**config.mk**
```make
export PLATFORM = sky130hd
export DESIGN_NAME = framed_uart_pwm_dimmer
export DESIGN_NICKNAME = d
export VERILOG_FILES = /design/src/hw/rtl/fupwm_pkg.sv /design/src/hw/rtl/framed_uart_pwm_dimmer.sv
export SDC_FILE = /design/constraint.sdc
export NUM_CORES = 1
export LEC_CHECK = 0
export ABC_CLOCK_PERIOD_IN_PS = 6300
export BUFFER_PORTS_ARGS = -buffer_cell sky130_fd_sc_hd__buf_4
export CAP_MARGIN = 20
export CELL_PAD_IN_SITES_DETAIL_PLACEMENT = 2
export CELL_PAD_IN_SITES_GLOBAL_PLACEMENT = 2
export CORE_UTILIZATION = 44
export DETAILED_ROUTE_END_ITERATION = 10
export PLACE_DENSITY = 0.88
export SLEW_MARGIN = 15
export SYNTH_ARGS = -nofsm -noshare
export SYNTH_HDL_FRONTEND = slang
export SYNTH_SLANG_ARGS = --single-unit
```
**constraint.sdc**
```tcl
create_clock -name clk -period 6.3 [get_ports clk]
set_clock_uncertainty 0.05 [all_clocks]
set_input_delay 1.89 -clock clk [delete_from_list [all_inputs] [get_ports clk]]
set_output_delay 1.89 -clock clk [all_outputs]
set_load 0.005 [all_outputs]
```
**src/hw/rtl/fupwm_pkg.sv**
```systemverilog
// Shared constants and helpers for the framed serial PWM dimmer.
// No dependencies; imported by framed_uart_pwm_dimmer.
package fupwm_pkg;

  localparam int CHANNELS  = 4;                    // PWM channels with a stored level
  localparam int LINES     = 4;                    // width of the pwm_lines field
  localparam int LEVEL_N   = (CHANNELS < LINES) ? CHANNELS : LINES;
  localparam int FRAME_LEN = 6;
  localparam int POS_W     = 3;

  localparam logic [7:0] HDR_BYTE = 8'hAA;
  localparam logic [7:0] TRL_BYTE = 8'h55;
  localparam logic [7:0] PHASE_TOP = 8'hFF;
  localparam logic [7:0] LEVEL_RST = 8'hFF;

  localparam logic [POS_W-1:0] POS_FIRST = POS_W'(0);
  localparam logic [POS_W-1:0] POS_LAST  = POS_W'(FRAME_LEN - 1);

  // Request command codes
  localparam logic CMD_TICK = 1'b0;
  localparam logic CMD_BYTE = 1'b1;

  // Result kind codes
  localparam logic KIND_PWM = 1'b0;
  localparam logic KIND_TX  = 1'b1;

  // Characters of the error reply "ERROR!"
  function automatic logic [7:0] err_char(input logic [POS_W-1:0] idx);
    logic [7:0] ch;
    case (idx)
      3'd0:    ch = 8'h45;
      3'd1:    ch = 8'h52;
      3'd2:    ch = 8'h52;
      3'd3:    ch = 8'h4F;
      3'd4:    ch = 8'h52;
      3'd5:    ch = 8'h21;
      default: ch = 8'h00;
    endcase
    return ch;
  endfunction

endpackage

```
**src/hw/rtl/framed_uart_pwm_dimmer.sv**
```systemverilog
// Framed serial PWM dimmer: frame checker, echo/error replies and PWM compare.
// Depends on fupwm_pkg.
//
//  channel | handshake            | payload                          | per request
//  --------+----------------------+----------------------------------+----------------
//  request | req_valid/req_ready  | cmd, rx_byte                     | one
//  result  | rsp_valid/rsp_ready  | kind, pwm_lines, tx_byte, last   | zero, one or six
//
// A request is held in an input register and processed once the result register is
// free (empty, or its final result is being taken). A tick gives one result in the
// next cycle; a frame end or a framing error gives a burst of six transmit results,
// each following when the one before is taken; no request is processed until the
// burst's last result is taken. Other bytes give no result. While a result stalls,
// one further request is still taken into the input register. Reset clears the frame
// position, phase and levels (to 255); the frame store is not reset.
module framed_uart_pwm_dimmer (
  input  logic       clk,
  input  logic       rst,
  input  logic       req_valid,
  output logic       req_ready,
  input  logic       cmd,
  input  logic [7:0] rx_byte,
  output logic       rsp_valid,
  input  logic       rsp_ready,
  output logic       kind,
  output logic [fupwm_pkg::LINES-1:0] pwm_lines,
  output logic [7:0] tx_byte,
  output logic       last
);

  import fupwm_pkg::*;

  // Input register
  logic       s1_valid;
  logic       s1_cmd;
  logic [7:0] s1_byte;

  // Block state
  logic [POS_W-1:0] frame_position;
  logic [7:0]       frame_store [FRAME_LEN];
  logic [7:0]       duty_levels [LEVEL_N];
  logic [7:0]       pwm_phase;

  // Burst control beside the result register
  logic             burst_err;
  logic [POS_W-1:0] burst_idx;

  logic             slot_free;
  logic             s1_move;
  logic             burst_step;
  logic [POS_W-1:0] idx_next;
  logic [7:0]       phase_inc;
  logic [LINES-1:0] lines_next;
  logic             frame_ok;
  logic             frame_adv;
  logic             byte_reply;

  assign slot_free  = !rsp_valid || (rsp_ready && last);
  assign s1_move    = s1_valid && slot_free;
  assign req_ready  = !s1_valid || s1_move;
  assign burst_step = rsp_valid && rsp_ready && !last;
  assign idx_next   = burst_idx + POS_W'(1);

  assign phase_inc  = pwm_phase + 8'd1;
  assign frame_ok   = (frame_position == POS_LAST) && (s1_byte == TRL_BYTE);
  assign frame_adv  = ((frame_position == POS_FIRST) && (s1_byte == HDR_BYTE)) ||
                      ((frame_position >= POS_W'(1)) && (frame_position <= POS_W'(4)));
  assign byte_reply = !frame_adv;

  // Lit (low) while the incremented phase, before its wrap to zero, is below the channel level
  always_comb begin
    lines_next = '1;
    for (int c = 0; c < LINES; c++) begin
      if (c < LEVEL_N) begin
        lines_next[c] = !(phase_inc < duty_levels[c]);
      end
    end
  end

  always_ff @(posedge clk) begin
    if (rst) begin
      s1_valid <= 1'b0;
    end else if (req_ready) begin
      s1_valid <= req_valid;
    end
  end

  always_ff @(posedge clk) begin
    if (req_valid && req_ready) begin
      s1_cmd  <= cmd;
      s1_byte <= rx_byte;
    end
  end

  // Frame store holds raw bytes; no reset
  always_ff @(posedge clk) begin
    if (s1_move && s1_cmd == CMD_BYTE && frame_position < POS_W'(FRAME_LEN)) begin
      frame_store[frame_position] <= s1_byte;
    end
  end

  always_ff @(posedge clk) begin
    if (rst) begin
      frame_position <= POS_FIRST;
      pwm_phase      <= 8'd0;
      for (int c = 0; c < LEVEL_N; c++) begin
        duty_levels[c] <= LEVEL_RST;
      end
    end else if (s1_move) begin
      if (s1_cmd == CMD_TICK) begin
        pwm_phase <= (phase_inc == PHASE_TOP) ? 8'd0 : phase_inc;
      end else if (frame_adv) begin
        frame_position <= frame_position + POS_W'(1);
      end else begin
        frame_position <= POS_FIRST;
        if (frame_ok) begin
          for (int c = 0; c < LEVEL_N; c++) begin
            duty_levels[c] <= frame_store[c + 1];
          end
        end
      end
    end
  end

  // Result register
  always_ff @(posedge clk) begin
    if (rst) begin
      rsp_valid <= 1'b0;
    end else if (s1_move) begin
      rsp_valid <= (s1_cmd == CMD_TICK) || byte_reply;
    end else if (rsp_valid && rsp_ready && last) begin
      rsp_valid <= 1'b0;
    end
  end

  always_ff @(posedge clk) begin
    if (s1_move) begin
      burst_idx <= POS_FIRST;
      burst_err <= !frame_ok;
      if (s1_cmd == CMD_TICK) begin
        kind      <= KIND_PWM;
        pwm_lines <= lines_next;
        tx_byte   <= 8'd0;
        last      <= 1'b1;
      end else begin
        kind      <= KIND_TX;
        pwm_lines <= '0;
        tx_byte   <= frame_ok ? frame_store[0] : err_char(POS_FIRST);
        last      <= 1'b0;
      end
    end else if (burst_step) begin
      // advance through the six reply bytes
      burst_idx <= idx_next;
      tx_byte   <= burst_err ? err_char(idx_next) : frame_store[idx_next];
      last      <= (idx_next == POS_LAST);
    end
  end

`ifndef SYNTH
  a_pos_range: assert property (@(posedge clk) disable iff (rst)
    frame_position < POS_W'(FRAME_LEN))
    else $error("frame position out of range");

  a_burst_idx: assert property (@(posedge clk) disable iff (rst)
    rsp_valid |-> burst_idx < POS_W'(FRAME_LEN))
    else $error("reply index out of range");

  a_tx_last: assert property (@(posedge clk) disable iff (rst)
    rsp_valid && kind == KIND_TX |-> last == (burst_idx == POS_LAST))
    else $error("reply last flag misplaced");

  a_pwm_shape: assert property (@(posedge clk) disable iff (rst)
    rsp_valid && kind == KIND_PWM |-> last && tx_byte == 8'd0)
    else $error("line update malformed");

  a_s1_hold: assert property (@(posedge clk) disable iff (rst)
    s1_valid && !s1_move |=> s1_valid && $stable(s1_byte) && $stable(s1_cmd))
    else $error("held request lost");
`endif

endmodule

```
==> results of run 1 <==
## cells in the final DEF, fill, tap and decap left out, drive strengths merged, types with 3 or more instances in the layout
cell | synthesis | layout
edfxtp | 120 | 120
inv | 43 | 49
ha | 38 | 38
buf | 9 | 37
nand2b | 33 | 33
nand2 | 22 | 22
nor2 | 17 | 17
a21oi | 17 | 17
clkbuf | 5 | 17
mux4 | 16 | 16
dfxtp | 16 | 16
conb | 1 | 16
o21ai | 16 | 16
nor3 | 11 | 11
mux2i | 8 | 8
nand3 | 8 | 8
xor2 | 7 | 7
nor4 | 7 | 7
clkinv | 0 | 7
a21o | 5 | 5
o221ai | 5 | 5
a21boi | 4 | 4
o2111ai | 4 | 4
a2111oi | 4 | 4
xnor2 | 4 | 4
a211oi | 4 | 4
nor4bb | 3 | 3
o211ai | 3 | 3
a32o | 3 | 3
## layout make-up
| cell class | count | area (um2) | area share (%) |
|---|---|---|---|
| Timing Repair Buffer | 37 | 278 | 3.76 |
| Sequential cell | 136 | 3920 | 53.2 |
| Clock buffer | 17 | 425 | 5.76 |
| Clock inverter | 15 | 119 | 1.61 |
| Multi-Input combinational cell | 277 | 2250 | 30.5 |
| Inverter | 43 | 161 | 2.19 |
| Tap cell | 180 | 225 | 3.05 |
## logic make-up after synthesis
logic type	after synthesis	synth area share (%)
buf+inv	57	3.72
fa+ha+maj	38	7.53
simple gates	112	9.90
flops	136	62.1
compound gates	76	8.18
other cells	1	0.0594
mux	24	6.97
xor+xnor	11	1.53
## final timing paths
path                                                start                    endpoint
worst max-delay path                            rsp_ready                   req_ready
worst min-delay path            pwm_phase[7]$_SDFFE_PP0P_   pwm_phase[7]$_SDFFE_PP0P_
worst max register to register  pwm_phase[0]$_SDFFE_PP0P_  pwm_lines[1]$_SDFFCE_PP0N_
worst min register to register  pwm_phase[7]$_SDFFE_PP0P_   pwm_phase[7]$_SDFFE_PP0P_
## sequential cells by signal (all words and copies together) (netlist names), 3 cells and up
register / cells
pwm_lines: 4
tx_byte: 8
s1_byte: 8
pwm_phase: 8
burst_idx: 3
frame_store: 64
frame_position: 3
duty_levels: 32
## per-stage QoR
step	std cells	setup WS [ps]
floorplan	470	969
global placement	673	1910
CTS	705	1820
global route	705	1800
detailed placement	673	1780
finish	705	1810
## metal layers
| layer | wire (um) | part of all wire [%] | up-vias |
|---|---|---|---|
| met5 | 0 | 0 | - |
| met4 | 607 | 3.3 | 0 |
| met3 | 751 | 4.0 | 35 |
| met2 | 9880 | 53 | 115 |
| met1 | 7420 | 40 | 2089 |
| li1 | - | - | 1816 |
## power breakdown
| part | total (uW) | internal [uW] | switching (uW) |
|---|---|---|---|
| clock | 924 | 510 | 413 |
| sequential | 1050 | 1020 | 28.8 |
| combinational | 196 | 83.2 | 113 |
## critical path, cell delays in order
cell                      delay, ps
sky130_fd_sc_hd__buf_4          140
sky130_fd_sc_hd__a21oi_1        250
sky130_fd_sc_hd__nand2_1        110
sky130_fd_sc_hd__buf_4          150
==> metrics, run 1 <==
status finished, final reports clean; EDFF count, synth 120; unique cell type count in the Yosys netlist 49; TritonCTS clock tree yes; effective utilization at floorplan 45.3%; MaxCap Viol Count 0; leakage power 0.00279 uW; max-slew violation total from the final report 0; via/cell ratio 5.75; leading post-synthesis cells by cell area sky130_fd_sc_hd__edfxtp_1 (57%), sky130_fd_sc_hd__ha_1 (7.5%), sky130_fd_sc_hd__mux4_2 (5.7%); type of the worst setup path in2out; f_max 223 MHz; Std-Cell Core Area 13900 um2; required time worst endpoint 4360 ps; leading register cell type out of synthesis sky130_fd_sc_hd__edfxtp_1; H-tree Lvls 4; total power consumption of the routed design 2170 uW; CP arrival 2550 ps; iteration count of the initial detailed-routing pass 4; cell area after layout 7380 um2; Async SR Flop Fraction 0%; endpoint type of the worst setup path output port; worst max-slew margin expressed relative to the limit 35.2%; total die area 14800 um2; ANT cells 0; gate count after technology mapping 455; ratio of cells with drive above 1 in the final layout 17.5%; largest fanout of any net on the critical path 5; count of yosys warnings during synthesis 0; insertion delay of the later-clocked pin in the worst-skew pair 420 ps; Die Height 122 um; met1 Use GR 32.2%; worst hold path class reg2reg; via total after detailed routing 4055; synthesis-to-layout area growth 16.8%; flip-flop and latch count after synthesis 136; share of synthesized area occupied by flip-flops and latches 62.1%; post-detailed-route count of antenna-violating nets 0; Final nets 563; area leader, netlist sky130_fd_sc_hd__edfxtp_1; # setup viols final 0; first-pass GRT wire length 28600 um; largest net degree at the start of global routing 33; number of placement rows 43; Period Utilization, post-route 71.2%; list of most frequent post-synthesis cells sky130_fd_sc_hd__edfxtp_1 (120), sky130_fd_sc_hd__inv_1 (43), sky130_fd_sc_hd__ha_1 (38); hold depth 2; clock root buffer sky130_fd_sc_hd__clkbuf_16; overall fraction of global-route tracks in use 27.5%; RSZ-0062 raised after global routing no; Cell Pwr Density 294 nW/um2; average footprint of a synthesized cell 13.9 um2; Port Buffers 28; worst hold slack across all endpoints 425 ps; total overflow reported by the global router 0; worst reg-to-reg setup slack 2990 ps; half-perimeter wire length after placement 13300 um; post-detailed-route wirelength per cell 26.5 um; total of cells resized after clock tree synthesis 0; number of buffers added for setup after CTS 0; share of Yosys cell area claimed by the top area cell type 57.0%; DRC Markers 0; most common cell in the synthesized netlist sky130_fd_sc_hd__edfxtp_1; number of top-level pins 29; logic depth of the worst register-to-register path 9; Final TNS setup 0 ps; detailed-route wire length 18700 um; total of fill cells in the finished design 1283; maximum vdd ir drop 0.000254 V; sinks on the clock net 136; worst-case clock buffer depth 2; last weighted congestion value of the routability-driven placer 0.846; clock-pin slew on the worst setup and hold paths 70 ps; GR peak layer met2; pin slew with the least headroom to its limit 972 ps; Final Core Density 53.0%; GRT met3 Usage 6.23%; hold violation count in the final report 0; number of DRC violations after detailed-routing iteration 0 208; Netlist Area Pre-Place 6320 um2; total clock buffers created by CTS 17; Hold Buf Count CTS 0; nature of the critical path startpoint input pin; met2 track utilization from global routing 47.8%; post-placement cell area 6830 um2; via count of the first global-routing pass 4663; Die Width 122 um; antenna violations before repair 0; time the worst path needs with I/O delays and setup 4490 ps
(Power assumes the default switching activity.)
==> inputs of run 2 (changes only) <==
--- a/config.mk
+++ b/config.mk
@@ -5,14 +5,14 @@
 export SDC_FILE = /design/constraint.sdc
 export NUM_CORES = 1
 export LEC_CHECK = 0
-export ABC_CLOCK_PERIOD_IN_PS = 6300
+export ABC_CLOCK_PERIOD_IN_PS = 3650
 export BUFFER_PORTS_ARGS = -buffer_cell sky130_fd_sc_hd__buf_4
 export CAP_MARGIN = 20
 export CELL_PAD_IN_SITES_DETAIL_PLACEMENT = 2
 export CELL_PAD_IN_SITES_GLOBAL_PLACEMENT = 2
-export CORE_UTILIZATION = 44
+export CORE_UTILIZATION = 40
 export DETAILED_ROUTE_END_ITERATION = 10
-export PLACE_DENSITY = 0.88
+export PLACE_DENSITY = 0.85
 export SLEW_MARGIN = 15
 export SYNTH_ARGS = -nofsm -noshare
 export SYNTH_HDL_FRONTEND = slang
==> constraint.sdc (replaced) <==
create_clock -name clk -period 3.65 [get_ports clk]
set_clock_uncertainty 0.05 [all_clocks]
set_input_delay 1.095 -clock clk [delete_from_list [all_inputs] [get_ports clk]]
set_output_delay 1.095 -clock clk [all_outputs]
set_load 0.005 [all_outputs]
==> metrics, run 2 (synthesis results as in run 1) <==
start point of the worst hold path pwm_phase[7]$_SDFFE_PP0P_; Port Buffers 28 (unchanged); Worst R2R Start pwm_phase[0]$_SDFFE_PP0P_; endpoint type of the worst setup path register; overall fraction of global-route tracks in use 25.3% (-2.2 points); # setup viols final 0 (unchanged); maximum vdd ir drop 0.000625 V (+150%); number of placement rows 45 (+4.7%); worst hold path class reg2reg; leading registers by flop count frame_store: 64 flops, duty_levels: 32 flops; H-tree Lvls 4 (unchanged); clock-pin slew on the worst setup and hold paths 70 ps (about the same); cell area after layout 7480 um2 (+1.4%); CP arrival 3190 ps (+640 ps); half-perimeter wire length after placement 13500 um (+2.0%); iteration count of the initial detailed-routing pass 5 (+1); via count of the first global-routing pass 4610 (-1.1%); total die area 16300 um2 (+9.8%); worst-case clock buffer depth 2 (unchanged); Largest register FFs 64 (unchanged); total overflow reported by the global router 0 (unchanged); hold violation count in the final report 0 (unchanged); sequential share of power 46.8% (-1.5 points); FF/Latch Area 3920 um2 (unchanged); Final TNS setup 0 ps (unchanged); detailed-route wire length 19200 um (+3.2%); synthesis-to-layout area growth 18.4%; RSZ-0062 raised after global routing no; total of fill cells in the finished design 1481 (+15%); Crit. Startpoint pwm_phase[0]$_SDFFE_PP0P_; clock root buffer sky130_fd_sc_hd__clkbuf_16; net switching component of the power 958 uW (+73%); effective utilization at floorplan 41.3% (-4.1 points); area of combinational cells with multiple inputs 2240 um2 (-0.45%); antenna violations before repair 0 (unchanged); number of DRC violations after detailed-routing iteration 0 320 (+54%); Final nets 568 (+0.89%); most common cell after layout, fill and taps aside sky130_fd_sc_hd__edfxtp_1; total clock buffers created by CTS 17 (unchanged); status finished, final reports clean; f_max 324 MHz; nature of the critical path startpoint register; ANT cells 0 (unchanged); via/cell ratio 5.58 (-2.9%); insertion delay of the later-clocked pin in the worst-skew pair 430 ps (about the same); sinks on the clock net 136 (unchanged); commonest non-fill, non-tap cells in the layout sky130_fd_sc_hd__edfxtp_1 (120), sky130_fd_sc_hd__inv_1 (43), sky130_fd_sc_hd__buf_4 (42); DRC Markers 0 (unchanged); portion of total power attributed to combinational logic 9.0% (about the same); cell-internal power 2910 uW (+81%); Cell Pwr Density 518 nW/um2 (+76%); post-detailed-route count of antenna-violating nets 0 (unchanged); number of top-level pins 29 (unchanged); max-slew violation total from the final report 0 (unchanged); register with the highest flop count frame_store; largest net degree at the start of global routing 33 (unchanged); total of cells resized after clock tree synthesis 0 (unchanged); Period Utilization, post-route 84.6%; time the worst path needs with I/O delays and setup 3090 ps; via total after detailed routing 4138 (+2.0%); Die Height 128 um (+4.8%); number of buffers added for setup after CTS 0 (unchanged); post-placement cell area 6900 um2 (+1.1%); MaxCap Viol Count 0 (unchanged); Std-Cell Core Area 15300 um2 (+9.9%); first-pass GRT wire length 28900 um (+1.0%); largest fanout of any net on the critical path 11 (+6); total power consumption of the routed design 3870 uW (+79%); worst max-slew margin expressed relative to the limit 50.4% (+15 points); fraction of power spent switching nets 24.7% (-0.86 points); type of the worst setup path reg2reg; part of the total power dissipated in the clock network 44.2% (+1.6 points); required time worst endpoint 3750 ps (-610 ps); pin slew with the least headroom to its limit 738 ps (-233 ps); ratio of cells with drive above 1 in the final layout 17.5% (+0.023 points); leakage power 0.00281 uW (+0.98%); last weighted congestion value of the routability-driven placer 0.807 (-4.6%); Hold Buf Count CTS 0 (unchanged); post-detailed-route wirelength per cell 26.0 um (-1.8%); Die Width 128 um (+4.8%); TritonCTS clock tree yes
==> run 2: cell count changes in the layout (fill, tap and decap cells not counted) <==
cell                         before  now
sky130_fd_sc_hd__buf_4           37   42
sky130_fd_sc_hd__inv_6            5    2
sky130_fd_sc_hd__bufinv_16        0    2
sky130_fd_sc_hd__clkinv_1         1    3
sky130_fd_sc_hd__clkinv_4         4    2
sky130_fd_sc_hd__clkinvlp_4       2    4
sky130_fd_sc_hd__nor3_1           8   10
sky130_fd_sc_hd__nor3_2           3    1
sky130_fd_sc_hd__clkinv_2         2    1
==> run 2: through the flow <==
stage	hold WS, ps	setup WS, ps	cells	utilization [%]
CTS	421	625	741	48.8
global route	435	420	741	48.8
detailed placement	411	593	709	45.1
global placement	393	764	709	45.1
finish	410	561	741	48.8
floorplan	374	108	470	-
==> run 2: worst paths after layout <==
check / end / slack [ps] / cells past startpoint
max reg2reg: pwm_lines[3]$_SDFFCE_PP0N_ / 560 / 7
max: pwm_lines[3]$_SDFFCE_PP0N_ / 560 / 7
min: pwm_phase[7]$_SDFFE_PP0P_ / 410 / 2
min reg2reg: pwm_phase[7]$_SDFFE_PP0P_ / 410 / 2
==> run 2: worst max-delay path, cell delays in order, from the launching register on <==
cell	delay, ps
sky130_fd_sc_hd__dfxtp_1	600
sky130_fd_sc_hd__nand2_1	180
sky130_fd_sc_hd__nor2_1	250
sky130_fd_sc_hd__xor2_1	540
sky130_fd_sc_hd__ha_1	390
sky130_fd_sc_hd__a21o_1	170
sky130_fd_sc_hd__a2111oi_0	510
sky130_fd_sc_hd__nor3_1	110
==> run 2: area by class of cell <==
class / count / share of cell area (%)
clock inverter: 15 / 2.04
timing repair buffer: 42 / 4.22
clock buffer: 17 / 5.69
inverter: 43 / 2.16
tap: 211 / 3.53
sequential: 136 / 52.5
multi-input combinational: 277 / 29.9
==> run 2: power groups by stage <==
stage                     logic, uW  registers, uW  clock network, uW
after floorplan                 209           1820                  0
after global placement          311           1830                  0
after detailed placement        336           1840                  0
after CTS                       348           1810               1740
after global routing            370           1820               1800
final                           349           1810               1710
==> run 2: layer usage <==
metal / vias up / track usage [%] / wire, um
met4: 0 / 12.5 / 615
li1: 1824 / - / -
met5: - / 0 / 0
met1: 2127 / 29.1 / 7700
met3: 43 / 5.76 / 717
met2: 144 / 44.7 / 10200
